## src/hw/rtl/srgr_pkg.sv

```systemverilog
// Shared types and constants of the supersampled ring glyph rasterizer.
`default_nettype none

package srgr_pkg;

  // Field widths
  localparam int PIX_W    = 8;
  localparam int IMG_W    = 9;
  localparam int GLY_W    = 9;
  localparam int RING_W   = 7;
  localparam int RAD_W    = 9;
  localparam int COLOR_W  = 24;
  localparam int CH_W     = 8;
  localparam int OFF_W    = 18;

  // Configuration port
  localparam int CFG_IDX_W  = 3;
  localparam int CFG_DATA_W = 24;

  typedef enum logic [CFG_IDX_W-1:0] {
    REG_IMAGE_SIZE,
    REG_GLYPH_SIZE,
    REG_RING_WIDTH,
    REG_INNER_RADIUS,
    REG_FILL_COLOR
  } cfg_reg_e;

  // Register reset values
  localparam logic [IMG_W-1:0]   IMAGE_SIZE_RST   = 9'd16;
  localparam logic [GLY_W-1:0]   GLYPH_SIZE_RST   = 9'd14;
  localparam logic [RING_W-1:0]  RING_WIDTH_RST   = 7'd2;
  localparam logic [RAD_W-1:0]   INNER_RADIUS_RST = 9'd9;
  localparam logic [COLOR_W-1:0] FILL_COLOR_RST   = 24'hFFFFFF;

  localparam logic [CH_W-1:0] ALPHA_FULL = 8'd255;

  typedef struct packed {
    logic [PIX_W-1:0] pixel_x;
    logic [PIX_W-1:0] pixel_y;
  } pix_in_t;

  typedef struct packed {
    logic [OFF_W-1:0] pixel_offset;
    logic [CH_W-1:0]  out_blue;
    logic [CH_W-1:0]  out_green;
    logic [CH_W-1:0]  out_red;
    logic [CH_W-1:0]  out_alpha;
  } pix_out_t;

endpackage

`default_nettype wire

```

## src/hw/rtl/srgr_cfg.sv

```systemverilog
// Configuration registers and the glyph geometry derived from them.
`default_nettype none

module srgr_cfg #(
  parameter int SUBSAMPLES     = 8,
  parameter int MAX_IMAGE_SIZE = 256,
  localparam int UNIT  = 2 * SUBSAMPLES,
  localparam int ISZ_W = ($clog2(MAX_IMAGE_SIZE + 1) > srgr_pkg::IMG_W) ?
                         $clog2(MAX_IMAGE_SIZE + 1) : srgr_pkg::IMG_W,
  localparam int PW    = ISZ_W + 2,
  localparam int CW    = PW + $clog2(UNIT) + 1,
  localparam int SQW   = 2 * (CW - 1)
) (
  input  logic                              clk_i,
  input  logic                              rst_ni,
  input  logic                              cfg_we_i,
  input  logic [srgr_pkg::CFG_IDX_W-1:0]    cfg_idx_i,
  input  logic [srgr_pkg::CFG_DATA_W-1:0]   cfg_data_i,
  output logic [ISZ_W-1:0]                  isz_o,
  output logic signed [CW-1:0]              left_o,
  output logic signed [CW-1:0]              lt_o,
  output logic signed [CW-1:0]              bottom_o,
  output logic signed [CW-1:0]              bt_o,
  output logic [SQW-1:0]                    tu2_o,
  output logic [SQW-1:0]                    in_lo2_o,
  output logic [SQW-1:0]                    in_hi2_o,
  output logic [SQW-1:0]                    out_lo2_o,
  output logic [SQW-1:0]                    out_hi2_o,
  output logic [srgr_pkg::COLOR_W-1:0]      fill_color_o
);
  import srgr_pkg::*;

  logic [IMG_W-1:0]   image_size_q;
  logic [GLY_W-1:0]   glyph_size_q;
  logic [RING_W-1:0]  ring_width_q;
  logic [RAD_W-1:0]   inner_radius_q;
  logic [COLOR_W-1:0] fill_color_q;

  always_ff @(posedge clk_i or negedge rst_ni) begin
    if (!rst_ni) begin
      image_size_q   <= IMAGE_SIZE_RST;
      glyph_size_q   <= GLYPH_SIZE_RST;
      ring_width_q   <= RING_WIDTH_RST;
      inner_radius_q <= INNER_RADIUS_RST;
      fill_color_q   <= FILL_COLOR_RST;
    end else if (cfg_we_i) begin
      case (cfg_idx_i)
        REG_IMAGE_SIZE:   image_size_q   <= cfg_data_i[IMG_W-1:0];
        REG_GLYPH_SIZE:   glyph_size_q   <= cfg_data_i[GLY_W-1:0];
        REG_RING_WIDTH:   ring_width_q   <= cfg_data_i[RING_W-1:0];
        REG_INNER_RADIUS: inner_radius_q <= cfg_data_i[RAD_W-1:0];
        REG_FILL_COLOR:   fill_color_q   <= cfg_data_i[COLOR_W-1:0];
        default: ;
      endcase
    end
  end

  // First level: edges and radii in units of 1/UNIT pixel
  logic [ISZ_W-1:0]     isz_d, isz_q;
  logic signed [PW-1:0] diff, margin_sum, margin, m_t, m_g, m_gt;
  logic signed [CW-1:0] left_d, lt_d, bottom_d, bt_d;
  logic signed [CW-1:0] left_q, lt_q, bottom_q, bt_q;
  logic [RAD_W-1:0]     in_lo_px, out_lo_px;
  logic [CW-2:0]        tu_d, in_lo_d, in_hi_d, out_lo_d, out_hi_d;
  logic [CW-2:0]        tu_q, in_lo_q, in_hi_q, out_lo_q, out_hi_q;

  always_comb begin
    isz_d = (ISZ_W'(image_size_q) > ISZ_W'(MAX_IMAGE_SIZE)) ?
            ISZ_W'(MAX_IMAGE_SIZE) : ISZ_W'(image_size_q);
    diff  = $signed(PW'(isz_d)) - $signed(PW'(glyph_size_q));
    // halve toward zero
    margin_sum = diff + $signed(PW'(diff[PW-1]));
    margin     = margin_sum >>> 1;
    m_t   = margin + $signed(PW'(ring_width_q));
    m_g   = margin + $signed(PW'(glyph_size_q));
    m_gt  = m_g - $signed(PW'(ring_width_q));
    left_d   = CW'(margin) * CW'(UNIT);
    lt_d     = CW'(m_t) * CW'(UNIT);
    bottom_d = CW'(m_g) * CW'(UNIT);
    bt_d     = CW'(m_gt) * CW'(UNIT);

    // clamp inner bounds at zero
    in_lo_px  = (inner_radius_q > RAD_W'(ring_width_q)) ?
                inner_radius_q - RAD_W'(ring_width_q) : '0;
    out_lo_px = (RAD_W'(glyph_size_q) > RAD_W'(ring_width_q)) ?
                RAD_W'(glyph_size_q) - RAD_W'(ring_width_q) : '0;
    tu_d     = (CW-1)'(ring_width_q) * (CW-1)'(UNIT);
    in_lo_d  = (CW-1)'(in_lo_px) * (CW-1)'(UNIT);
    in_hi_d  = (CW-1)'(inner_radius_q) * (CW-1)'(UNIT);
    out_lo_d = (CW-1)'(out_lo_px) * (CW-1)'(UNIT);
    out_hi_d = (CW-1)'(glyph_size_q) * (CW-1)'(UNIT);
  end

  always_ff @(posedge clk_i) begin
    isz_q    <= isz_d;
    left_q   <= left_d;
    lt_q     <= lt_d;
    bottom_q <= bottom_d;
    bt_q     <= bt_d;
    tu_q     <= tu_d;
    in_lo_q  <= in_lo_d;
    in_hi_q  <= in_hi_d;
    out_lo_q <= out_lo_d;
    out_hi_q <= out_hi_d;
  end

  // Second level: squared bounds
  logic [SQW-1:0] tu2_q, in_lo2_q, in_hi2_q, out_lo2_q, out_hi2_q;

  always_ff @(posedge clk_i) begin
    tu2_q     <= SQW'(tu_q) * SQW'(tu_q);
    in_lo2_q  <= SQW'(in_lo_q) * SQW'(in_lo_q);
    in_hi2_q  <= SQW'(in_hi_q) * SQW'(in_hi_q);
    out_lo2_q <= SQW'(out_lo_q) * SQW'(out_lo_q);
    out_hi2_q <= SQW'(out_hi_q) * SQW'(out_hi_q);
  end

  assign isz_o        = isz_q;
  assign left_o       = left_q;
  assign lt_o         = lt_q;
  assign bottom_o     = bottom_q;
  assign bt_o         = bt_q;
  assign tu2_o        = tu2_q;
  assign in_lo2_o     = in_lo2_q;
  assign in_hi2_o     = in_hi2_q;
  assign out_lo2_o    = out_lo2_q;
  assign out_hi2_o    = out_hi2_q;
  assign fill_color_o = fill_color_q;

endmodule

`default_nettype wire

```

## config.mk

```make
export PLATFORM = sky130hd
export DESIGN_NAME = srgr_cfg
export DESIGN_NICKNAME = d
export VERILOG_FILES = /design/src/hw/rtl/srgr_pkg.sv /design/src/hw/rtl/srgr_cfg.sv
export SDC_FILE = /design/constraint.sdc
export NUM_CORES = 1
export LEC_CHECK = 0
export BUFFER_PORTS_ARGS = -buffer_cell sky130_fd_sc_hd__clkbuf_2
export CAP_MARGIN = 20
export CORE_MARGIN = 2
export CORE_UTILIZATION = 47
export CTS_CLUSTER_DIAMETER = 100
export DETAILED_ROUTE_END_ITERATION = 12
export HOLD_SLACK_MARGIN = 0.06
export PLACE_DENSITY_LB_ADDON = 0.08
export SLEW_MARGIN = 5
export SYNTH_ARGS = -nofsm -noshare
export SYNTH_HDL_FRONTEND = slang
export SYNTH_SLANG_ARGS = --single-unit
```

## constraint.sdc

```tcl
create_clock -name clk_i -period 9.6 [get_ports clk_i]
set_clock_uncertainty 0.15 [all_clocks]
set_input_delay 0.96 -clock clk_i [delete_from_list [all_inputs] [get_ports clk_i]]
set_output_delay 0.96 -clock clk_i [all_outputs]
set_load 0.005 [all_outputs]
```

Word-level counts from Yosys, hierarchy flattened --
Cells that the tools add are included.
Word-level totals: register bits after elaboration 279, bits of input ports 30, output and inout bits 247, logic and storage cells 46
Operators by class: add/sub/neg operators 7, multipliers 5, $lt $le $gt $ge 3, equality and inequality tests 4, multiplexer cells 1, reduce and logical (&&, ||, !) cells 6
Operator list (count):
- $mul 9x9->18 | 4
- $gt 9x7->1 | 2
- $sub 9x7->9 | 2
- $mul 7x7->14 | 1
- $add 10x10->11 | 1
- $add 10x2->11 | 1
- $add 10x8->11 | 1
- $sub 11x8->11 | 1
- $reduce_and 2->1 | 5
- $sub 9x9->10 | 1
- $gt 9x9->1 const B | 1
- $mux 9 | 1
- $eq 3x2->1 const B | 2
- $eq 3x1->1 const B | 1
- $eq 3x3->1 const B | 1
- $logic_not 3->1 | 1

Logic depth before layout (Yosys ltp) --
Gate-level depths: netlist of run 1.
depth after elaboration 6, mapped depth 24

Worst setup path before layout of run 1 --
No wires, ideal clock.
path kind reg2reg, start point register glyph_size_q[3], end point register bt_q[13] (netlist: bt_o[13]), library setup time 0.072 ns, arrival 5.004 ns, required time 9.378 ns, setup slack 4.374 ns, stages on the path, launching flop included 23, buffers on the path 2, clock period less this slack 5.226 ns, path through dfstp_2 > inv_1 > ha_1 > a21o_1 > a2111oi_2 > a211oi_1 > a211o_1 > buf_2 > nor2_1 > ha_1 > buf_1 > xor2_1 > inv_1 > fa_1 > inv_1 > ha_1 > a21o_1 > a21o_1 > a21o_1 > a21oi_1 > o21ai_0 > nor3_1 > xnor2_1
Between the ends: cells in the longest elaborated chain, start to end 4
RTL lines:
- start, declared | line srgr_cfg.sv:34 | logic [GLY_W-1:0] glyph_size_q;
- start signal, assigned | line srgr_cfg.sv:49 | REG_GLYPH_SIZE: glyph_size_q <= cfg_data_i[GLY_W-1:0];
- $sub 9x9->10 | line srgr_cfg.sv:70 | diff = $signed(PW'(isz_d)) - $signed(PW'(glyph_size_q));
- $add 10x2->11 | line srgr_cfg.sv:72 | margin_sum = diff + $signed(PW'(diff[PW-1]));
- via left_d[5] | line srgr_cfg.sv:61 | logic signed [CW-1:0] left_d, lt_d, bottom_d, bt_d;
- $add 10x10->11 | line srgr_cfg.sv:75 | m_g = margin + $signed(PW'(glyph_size_q));
- via bottom_d[5] | line srgr_cfg.sv:61
- $sub 11x8->11 | line srgr_cfg.sv:76 | m_gt = m_g - $signed(PW'(ring_width_q));
- via bt_d[13] | line srgr_cfg.sv:61
- end signal, assigned | line srgr_cfg.sv:99 | bt_q <= bt_d;
- end, declared | line srgr_cfg.sv:62 | logic signed [CW-1:0] left_q, lt_q, bottom_q, bt_q;
The timed path passes the listed nets, and every way through them passes these cells. A chain may end at the register's enable or synchronous reset.

Worst setup path after layout of run 1 --
start point register image_size_q[8], end point register bt_q[12] (netlist: bt_o[12])
Between the ends: cells in the longest elaborated chain, start to end 6
RTL lines:
- start, declared | line srgr_cfg.sv:33 | logic [IMG_W-1:0] image_size_q;
- start signal, assigned | line srgr_cfg.sv:48 | REG_IMAGE_SIZE: image_size_q <= cfg_data_i[IMG_W-1:0];
- $gt 9x9->1 | line srgr_cfg.sv:68 | isz_d = (ISZ_W'(image_size_q) > ISZ_W'(MAX_IMAGE_SIZE)) ?
- $mux 9 | line srgr_cfg.sv:68
- via isz_d[3] | line srgr_cfg.sv:59 | logic [ISZ_W-1:0] isz_d, isz_q;
- $sub 9x9->10 | line srgr_cfg.sv:70
- $add 10x2->11 | line srgr_cfg.sv:72
- via left_d[5] | line srgr_cfg.sv:61
- $add 10x10->11 | line srgr_cfg.sv:75
- via bottom_d[5] | line srgr_cfg.sv:61
- $sub 11x8->11 | line srgr_cfg.sv:76
- via bt_d[12] | line srgr_cfg.sv:61
The timed path passes the listed nets, and every way through them passes these cells.

==> flow_summary.json, run 1 <==
{
  "root_buffer": "clkbuf_16",
  "cts_buffers": 28,
  "drt_wl_total_um": 35500,
  "synth_warnings": 0,
  "start_kind": "flip-flop",
  "pre_cts_ws_ns": 3.92,
  "ctsHoldBuffers": 0,
  "fin_crit_sh": 0.593,
  "synth_seq_cells": 234,
  "cts.repair.resized": 0,
  "tightestPinTransition_ns": 1.13,
  "synth_area_leader_cell": "dfxtp_1",
  "crit_family": "compound AO/OA/AOI/OAI gates",
  "drt-pass1-iter-count": 4,
  "min_to": "in_hi_q[8]",
  "htreeDepth": 1,
  "cp_max_fo": 12,
  "synth_seq_area_share": 0.286,
  "crit_arrival_ns": 6.03,
  "final_cells": 2421,
  "placedCellCount": 2369,
  "synth-xor-area-share": 0.0629,
  "die_w_um": 197,
  "hold_path_startpoint": "inner_radius_q[4]",
  "outcome": "finished, final reports clean",
  "synth_simple_gate_area_share": 0.121,
  "coreArea_um2": 36700,
  "row_count": 70,
  "syn_area_um2": 17500,
  "postSynthAreaPerCell_um2": 10.1,
  "synth-edff-count": 0,
  "gp_congestion": 0.876,
  "reg2reg_from": "image_size_q[8]",
  "slew_violations": 0,
  "postCtsSetupBuffers": 0,
  "synth_cell_type_count": 54,
  "cts_tree": "done",
  "drive_gt1_frac": 0.176,
  "grtUsageTotal": 0.190,
  "synth_flop_cell": "dfxtp_1",
  "antenna_found_initial": 1,
  "postLayoutSetupSlackWorst_ns": 3.91,
  "synth_top_area_share": 0.201,
  "setup_viol": 0,
  "design_area_um2": 19600,
  "drcViolationCount": 0,
  "grt-ovfl-total": 0,
  "synthTopCellsByArea": "dfxtp_1 20%, fa_1 18%, ha_1 14%",
  "clk_pin_slew_ns": 0.06,
  "dieArea_um2": 38800,
  "reg2reg_depth": 20,
  "floorplan.initialDensity": 0.477,
  "antenna_cells": 0,
  "crit_slowest_cell": "dfrtp_1",
  "synthToLayoutAreaGrowth_pct": 11.9,
  "grt_max_degree": 59,
  "rr_endpoint": "bt_o[12]",
  "cpPeakStageDelay_ns": 0.56,
  "worstHoldPathCells": 0,
  "post-route-min-period_ns": 5.69,
  "vias": 11894,
  "rsz0062_at_grt": "no",
  "slew_headroom": 0.243,
  "grt_pass1_vias": 12368,
  "fillers": 3351,
  "avgRoutedWirePerCell_um": 14.7,
  "synth_compound_area_frac": 0.0816,
  "synthMuxAreaShare": 0.0315,
  "drt_iter0_drc": 462,
  "synthArstFlopShare": 0.248,
  "hold_viol": 0,
  "viasPerCell": 4.91,
  "clockBufferDepth": 3,
  "maxCapViolCount": 0,
  "r2r_setup_slack_ns": 3.91,
  "cp-end-kind": "flip-flop",
  "crit_buf_inv": 2,
  "hpwl_um": 28300,
  "die_h_um": 197,
  "place_area_um2": 18700,
  "synth_top_family_by_area": "adder cells",
  "synth_fa_ha_area_frac": 0.323,
  "max_freq_ghz": 0.176,
  "fin_nets": 2319,
  "synth_cells": 1733,
  "io_pins": 277,
  "crit_chain": "nor2b_1, ha_1, a21o_1, a2111oi_2, a211oi_1, a211o_1, nor2_1, ha_1, xor2_1, inv_1, fa_1, inv_1, fa_1, a21o_1, a21oi_1, o21bai_1, a21oi_1, nor2b_1, nor3_1, xor2_1",
  "hp-class": "reg -> reg",
  "clkLatencyLatePin_ns": 0.56,
  "fin_tns_setup_ns": 0,
  "cp.required_ns": 9.94,
  "clkSinkCount": 234,
  "postRouteAntennaNets": 0,
  "portBuffers": 191,
  "grt_pass1_wl_um": 60000,
  "crit_type": "reg -> reg"
}
worst max-delay path by stage:
stage               startpoint        to  slack, ns  depth (start not counted)
6_report       image_size_q[8]  bt_o[12]       3.91                         20
3_5_place_dp   image_size_q[8]  bt_o[13]       3.92                         20
3_3_place_gp   image_size_q[8]  bt_o[13]       4.04                         20
4_1_cts        image_size_q[8]  bt_o[13]       3.90                         20
5_1_grt        image_size_q[8]  bt_o[12]       3.46                         20
2_1_floorplan  glyph_size_q[3]  bt_o[13]       4.37                         22
cell usage after synthesis, types with 3 or more instances:
cell	count
or2_2	5
a311oi_1	5
nand4_1	6
fa_1	157
clkbuf_1	18
buf_4	91
nor2_1	55
nand2_1	92
nand3_1	11
xor2_1	45
nor4_1	5
mux2_2	49
a21oi_1	65
nand2b_1	18
nor2b_1	40
inv_1	232
o21bai_1	11
a21boi_0	4
dfxtp_1	176
xnor2_1	79
dfstp_2	31
nor3_1	24
or3_1	3
a31o_2	4
and2_1	130
a21o_1	38
and3_1	4
o211ai_1	3
ha_1	201
a31oi_1	9
dfrtp_1	27
o21ai_0	52
o21a_1	16
layer usage:
metal / wire length (um) / track usage / vias up
met1: 15700 / 0.245 / 5778
met2: 17500 / 0.336 / 239
met3: 1800 / 0.0299 / 40
met4: 506 / 0.0446 / 2
met5: 13 / 0 / -
li1: - / - / 5835
cell usage in the layout, fill, tap and decap left out, types with 29 or more instances in the layout:
cell type,netlist,final
inv_1,232,232
ha_1,201,201
clkbuf_2,0,191
dfxtp_1,176,176
fa_1,157,157
and2_1,130,130
nand2_1,92,92
conb_1,1,85
xnor2_1,79,79
a21oi_1,65,65
nor2_1,55,55
o21ai_0,52,52
mux2_2,49,49
xor2_1,45,45
nor2b_1,40,40
a21o_1,38,38
dfstp_2,31,31
clkbuf_16,0,29
cell type report:
class / instances / area, um^2 / area share
tap: 468 / 586 / 0.0299
multi-input combinational: 1240 / 11200 / 0.571
timing repair buffer: 195 / 986 / 0.0503
inverter: 232 / 871 / 0.0444
sequential: 234 / 5010 / 0.256
clock inverter: 17 / 168 / 0.00855
clock buffer: 35 / 778 / 0.0397
logic make-up (layout without fill, tap and decap cells):
family                   count (synthesis)  in the layout
adder cells (fa/ha/maj)                358            358
buffers and inverters                  343            479
multiplexers                            49             49
AO/OA/AOI/OAI                          223            223
other                                    1             85
flip-flops                             234            234
XOR/XNOR                               125            125
AND/OR/NAND/NOR                        400            400
through the flow:
| stage | hold WS [ns] | util |
|---|---|---|
| 6_report | 0.274 | 0.534 |
| 4_1_cts | 0.272 | 0.534 |
| 3_5_place_dp | 0.254 | 0.508 |
| 2_1_floorplan | 0.192 | - |
| 3_3_place_gp | 0.262 | 0.508 |
| 5_1_grt | 0.283 | 0.534 |
sequential cells by signal, indices dropped and copies added, names as in the netlist, 11 cells and up:
register / count
fill_color_o: 24
in_hi2_o: 17
in_lo2_o: 17
out_hi2_o: 17
out_lo2_o: 17
tu2_o: 13
bottom_o: 11
bt_o: 11
lt_o: 11
Power of run 1 is not shown: default switching activity piles up to over one toggle a cycle in this logic, so the estimate is an artifact.
==> run 2: changes to the inputs <==
--- a/config.mk
+++ b/config.mk
@@ -5,6 +5,7 @@
 export SDC_FILE = /design/constraint.sdc
 export NUM_CORES = 1
 export LEC_CHECK = 0
+export ABC_AREA = 1
 export BUFFER_PORTS_ARGS = -buffer_cell sky130_fd_sc_hd__clkbuf_2
 export CAP_MARGIN = 20
 export CORE_MARGIN = 2
==> constraint.sdc (replaced) <==
create_clock -name clk_i -period 4.95 [get_ports clk_i]
set_clock_uncertainty 0.15 [all_clocks]
set_input_delay 0.495 -clock clk_i [delete_from_list [all_inputs] [get_ports clk_i]]
set_output_delay 0.495 -clock clk_i [all_outputs]
set_load 0.005 [all_outputs]
==> flow_summary.json, run 2 <==
{
  "outcome": "finished, final reports clean",
  "synth_flop_cell": "dfxtp_1",
  "reg2reg_from": "image_size_q[4]",
  "cts_tree": "done",
  "crit_path_end": "bt_o[14]",
  "cpPeakStageDelay_ns": 0.53,
  "floorplan.initialDensity": 0.473,
  "tightestPinTransition_ns": 0.754,
  "hpwl_um": 31000,
  "placedCellCount": 2839,
  "final_common_cell": "inv_1",
  "power_density_nw_per_um2": 782,
  "grt_pass1_vias": 13739,
  "synth_cells": 2142,
  "rr_endpoint": "bt_o[14]",
  "row_count": 72,
  "htreeDepth": 1,
  "fillers": 3658,
  "synth_area_leader_cell": "dfxtp_1",
  "root_buffer": "clkbuf_16",
  "grtUsageTotal": 0.196,
  "cp-end-kind": "flip-flop",
  "drt-pass1-iter-count": 5,
  "reg2reg_depth": 32,
  "antenna_cells": 0,
  "drt_iter0_drc": 464,
  "hold_viol": 0,
  "die_w_um": 201,
  "start_kind": "flip-flop",
  "cts_buffers": 28,
  "startpoint": "image_size_q[4]",
  "post-route-min-period_ns": 4.73,
  "synth_seq_cells": 234,
  "crit_slowest_cell": "dfstp_2",
  "setup_viol": 0,
  "clockBufferDepth": 3,
  "place_area_um2": 19600,
  "netlist_top_cells_count": "459 x inv_1, 392 x nand2_1, 201 x ha_1",
  "postRouteAntennaNets": 0,
  "synthToLayoutAreaGrowth_pct": 16.5,
  "synth-edff-count": 0,
  "die_h_um": 201,
  "hold_slack_ns": 0.0905,
  "design_power_total_uw": 16600,
  "syn_area_um2": 18200,
  "largest_register_ffs": 24,
  "hp-class": "in -> reg",
  "leakagePower_uw": 0.0121,
  "yosysMostFrequentCell": "inv_1",
  "avgRoutedWirePerCell_um": 13.5,
  "slew_violations": 0,
  "synthTopCellsByArea": "dfxtp_1 19%, fa_1 17%, ha_1 14%",
  "cp.required_ns": 5.26,
  "postSynthAreaPerCell_um2": 8.49,
  "clk_pin_slew_ns": 0.06,
  "maxCapViolCount": 0,
  "layout_common_cells": "447 x inv_1, 384 x nand2_1, 191 x clkbuf_2",
  "drcViolationCount": 0,
  "drt_wl_total_um": 39500,
  "grt-ovfl-total": 0,
  "rsz0062_at_grt": "yes",
  "viasPerCell": 4.67,
  "fin_nets": 2777,
  "fin_crit_sh": 0.955,
  "final_cells": 2929,
  "gp_congestion": 0.863,
  "io_pins": 277,
  "r2r_setup_slack_ns": 0.22,
  "crit_type": "reg -> reg",
  "antenna_found_initial": 0,
  "final_core_util": 0.551,
  "max_freq_ghz": 0.212,
  "synth_top_area_share": 0.194,
  "peakVddDrop_uv": 489,
  "vias": 13665,
  "cp_max_fo": 5,
  "synth_cell_type_count": 49,
  "portBuffers": 191,
  "dieArea_um2": 40300,
  "clkLatencyLatePin_ns": 0.57,
  "synth_seq_area_share": 0.276,
  "grt_pass1_wl_um": 65000,
  "synth_warnings": 0,
  "synthArstFlopShare": 0.248,
  "clkSinkCount": 234,
  "grt_max_degree": 59,
  "slew_headroom": 0.497,
  "design_area_um2": 21200,
  "crit_arrival_ns": 5.04,
  "drive_gt1_frac": 0.185,
  "coreArea_um2": 38500
}
[run 2: cell types whose count changed after synthesis, moves of 18 or more]
| cell | previous run | this run |
|---|---|---|
| nand2_1 | 92 | 392 |
| a21oi_1 | 65 | 93 |
| nor2b_1 | 40 | 0 |
| clkbuf_1 | 18 | 49 |
| xor2_1 | 45 | 70 |
| nand3_1 | 11 | 55 |
| nand2b_1 | 18 | 0 |
| o21ai_0 | 52 | 72 |
| xnor2_1 | 79 | 46 |
| and2_1 | 130 | 1 |
| nor2_1 | 55 | 99 |
| mux2_2 | 49 | 18 |
| inv_1 | 232 | 459 |
| a21o_1 | 38 | 10 |
[run 2: worst min path at each step]
| stage | startpoint | endpoint | slack, ns | cells past startpoint |
|---|---|---|---|---|
| 2_1_floorplan | rst_ni | glyph_size_q[0] | 0.05 | 0 |
| 5_1_grt | cfg_data_i[8] | fill_color_o[8] | 0.10 | 3 |
| 3_5_place_dp | inner_radius_q[3] | in_hi_q[7] | 0.28 | 0 |
| 3_3_place_gp | inner_radius_q[5] | in_hi_q[9] | 0.27 | 0 |
| 4_1_cts | cfg_data_i[8] | fill_color_o[8] | 0.1 | 3 |
| 6_report | cfg_data_i[8] | fill_color_o[8] | 0.09 | 3 |
[run 2: per-stage QoR]
step	setup slack, ns	setup TNS, ns
after global placement	0.0000293	0
after CTS	0.000342	0
after global routing	-0.0634	-0.112
after detailed placement	-0.128	-0.128
after floorplan	0.107	0
final	0.225	0
[run 2: final cells by class]
cell class | count | area, um^2 | share of cell area
tap | 518 | 648 | 0.0306
clock inverter | 20 | 223 | 0.0105
sequential | 234 | 5010 | 0.236
multi-input combinational | 1387 | 11200 | 0.528
inverter | 462 | 1730 | 0.0818
clock buffer | 32 | 757 | 0.0357
timing repair buffer | 276 | 1640 | 0.0772
[run 2: power by group]
part / switching [uW] / internal (uW)
Combinational: 6220 / 4810
Clock: 862 / 1310
Sequential: 599 / 2770
Total: 7680 / 8890
[run 2: critical path, delay by kind of cell, from the launching register on]
family | cells | cell delay [ns]
AOI/OAI and AO/OA | 4 | 0.65
xor gates and xnor gates | 2 | 0.29
adders and majority gates | 4 | 1.14
buffers and inverters | 7 | 0.71
DFF | 1 | 0.53
and+or+nand+nor | 15 | 1.16
[run 2: per-layer routing]
layer  wire, um  track usage
met4        656       0.0450
met2      19000        0.337
met3       1990       0.0299
met1      17800        0.260
met5          0            0
[run 2: kinds of logic (layout without fill, tap and decap cells)]
logic type | Yosys count | in the layout | synth area share
DFF | 234 | 234 | 0.276
and+or+nand+nor | 598 | 598 | 0.136
AOI/OAI and AO/OA | 211 | 211 | 0.0649
buffers and inverters | 605 | 790 | 0.144
other | 1 | 85 | 0.000206
muxes | 18 | 18 | 0.0111
adders and majority gates | 358 | 358 | 0.311
xor gates and xnor gates | 117 | 117 | 0.0574
[run 2: what timing repair did]
item | 4_1_cts | 5_1_grt
resized for setup | 5 | 69
pin swaps | 8 | 42
buffers inserted | 6 | 16
endpoints found under the setup margin | 2 | 5
endpoints found under the hold margin | 42 | 0
hold buffers | 16 | 0
No activity file was read; power rests on OpenSTA's default activity.
==> run 3: changes to the inputs <==
--- a/config.mk
+++ b/config.mk
@@ -8,6 +8,7 @@
 export ABC_AREA = 1
 export BUFFER_PORTS_ARGS = -buffer_cell sky130_fd_sc_hd__clkbuf_2
 export CAP_MARGIN = 20
+export CORE_ASPECT_RATIO = 1.25
 export CORE_MARGIN = 2
 export CORE_UTILIZATION = 47
 export CTS_CLUSTER_DIAMETER = 100
==> flow_summary.json, run 3 (same netlist as run 2, synthesis figures left out) <==
{
  "antenna_found_initial": 1,
  "vias": 13551,
  "fin_tns_setup_ns": 0,
  "clockBufferDepth": 3,
  "die_h_um": 224,
  "crit_family": "simple AND/OR/NAND/NOR gates",
  "grt_max_degree": 59,
  "final_core_util": 0.546,
  "cts_buffers": 26,
  "cp_max_fo": 4,
  "grtUsageTotal": 0.199,
  "post-route-min-period_ns": 4.80,
  "grt_pass1_vias": 13903,
  "setup_viol": 0,
  "die_w_um": 180,
  "power_density_nw_per_um2": 785,
  "design_power_total_uw": 16400,
  "synthToLayoutAreaGrowth_pct": 14.6,
  "fin_crit_sh": 0.969,
  "outcome": "finished, final reports clean",
  "final_cells": 2875,
  "worst_path_most_repeated_cell": "inv_2",
  "io_pins": 277,
  "worstHoldPathCells": 3,
  "root_buffer": "clkbuf_16",
  "floorplan.initialDensity": 0.477,
  "final_common_cell": "inv_1",
  "hp-class": "in -> reg",
  "cp.required_ns": 5.26,
  "largest_register_ffs": 24,
  "hpwl_um": 32100,
  "slew_violations": 0,
  "cp-end-kind": "flip-flop",
  "layout_common_cells": "447 x inv_1, 387 x nand2_1, 193 x ha_1",
  "portBuffers": 191,
  "crit_buf_inv": 10,
  "hold_viol": 0,
  "clkSinkCount": 234,
  "grt-ovfl-total": 0,
  "maxCapViolCount": 0,
  "avgRoutedWirePerCell_um": 13.8,
  "cpPeakStageDelay_ns": 0.38,
  "coreArea_um2": 38100,
  "clk_pin_slew_ns": 0.06,
  "crit_slowest_cell": "dfrtp_1",
  "drt_iter0_drc": 480,
  "leakagePower_uw": 0.0120,
  "drt_wl_total_um": 39600,
  "clkLatencyLatePin_ns": 0.57,
  "reg2reg_depth": 37,
  "crit_arrival_ns": 5.11,
  "row_count": 80,
  "grt_pass1_wl_um": 66200,
  "dieArea_um2": 40300,
  "postRouteAntennaNets": 0,
  "drcViolationCount": 0,
  "fin_nets": 2751,
  "viasPerCell": 4.71,
  "max_freq_ghz": 0.208,
  "fillers": 3589,
  "peakVddDrop_uv": 453,
  "rsz0062_at_grt": "yes",
  "tightestPinTransition_ns": 0.736,
  "antenna_cells": 0,
  "drt-pass1-iter-count": 6,
  "slew_headroom": 0.509,
  "hold_slack_ns": 0.154,
  "cts_tree": "done",
  "htreeDepth": 1,
  "r2r_setup_slack_ns": 0.15,
  "crit_type": "reg -> reg",
  "drive_gt1_frac": 0.172,
  "gp_congestion": 0.861,
  "crit_cells": 37,
  "start_kind": "flip-flop",
  "placedCellCount": 2799
}
[run 3: power by group]
part           switching (uW)  total, uW  internal (uW)  leakage (uW)
Combinational            6280      11000           4690       0.00940
Sequential                614       3390           2770       0.00214
Clock                     810       1990           1180      0.000422
Total                    7710      16400           8640        0.0120
[run 3: worst reg2reg max path: cells and delay by family (launching register included)]
kind                       cells  cell delay [ns]
adders and majority gates      4             0.88
and+or+nand+nor               15             1.47
xor gates and xnor gates       2             0.36
DFF                            1             0.38
AOI/OAI and AO/OA              6             0.83
buffers and inverters         10             0.63
[run 3: final cells by class]
type / count / area (um^2) / area share
Clock buffer: 34 / 712 / 0.0342
Clock inverter: 14 / 173 / 0.00828
Inverter: 462 / 1740 / 0.0833
Multi-Input combinational cell: 1387 / 11100 / 0.534
Sequential cell: 234 / 5010 / 0.241
Tap cell: 492 / 616 / 0.0295
Timing Repair Buffer: 252 / 1450 / 0.0698
[run 3: path summary, 6_finish.rpt]
path / startpoint / end
min in group asynchronous: rst_ni / inner_radius_q[2]
max in group asynchronous: rst_ni / inner_radius_q[5]
hold / removal: cfg_data_i[8] / fill_color_o[8]
hold reg to reg: inner_radius_q[0] / in_hi_q[4]
setup / recovery: image_size_q[3] / bt_o[13]
setup reg to reg: image_size_q[3] / bt_o[13]
[run 3: repair_timing]
| item | CTS | global route |
|---|---|---|
| endpoints found under the hold margin | 42 | 0 |
| endpoints found under the setup margin | 1 | 5 |
| buffers inserted | 1 | 11 |
| hold buffers | 16 | 0 |
| pin swaps | 1 | 32 |
| gates resized for setup | 4 | 61 |
[run 3: per-layer routing]
metal,GRT usage,routed length (um),up-vias
li1,-,-,6794
met1,0.238,16800,6426
met2,0.373,20100,273
met3,0.0258,1680,58
met4,0.0569,1080,0
met5,0,0,-
[run 3: per-stage QoR]
stage          cell area (um^2)  setup slack, ns
6_report                  20800            0.154
5_1_grt                   20800           -0.199
4_1_cts                   20500          0.00990
3_5_place_dp              19400           -0.152
3_3_place_gp              19400         -0.00865
2_1_floorplan             18500            0.107
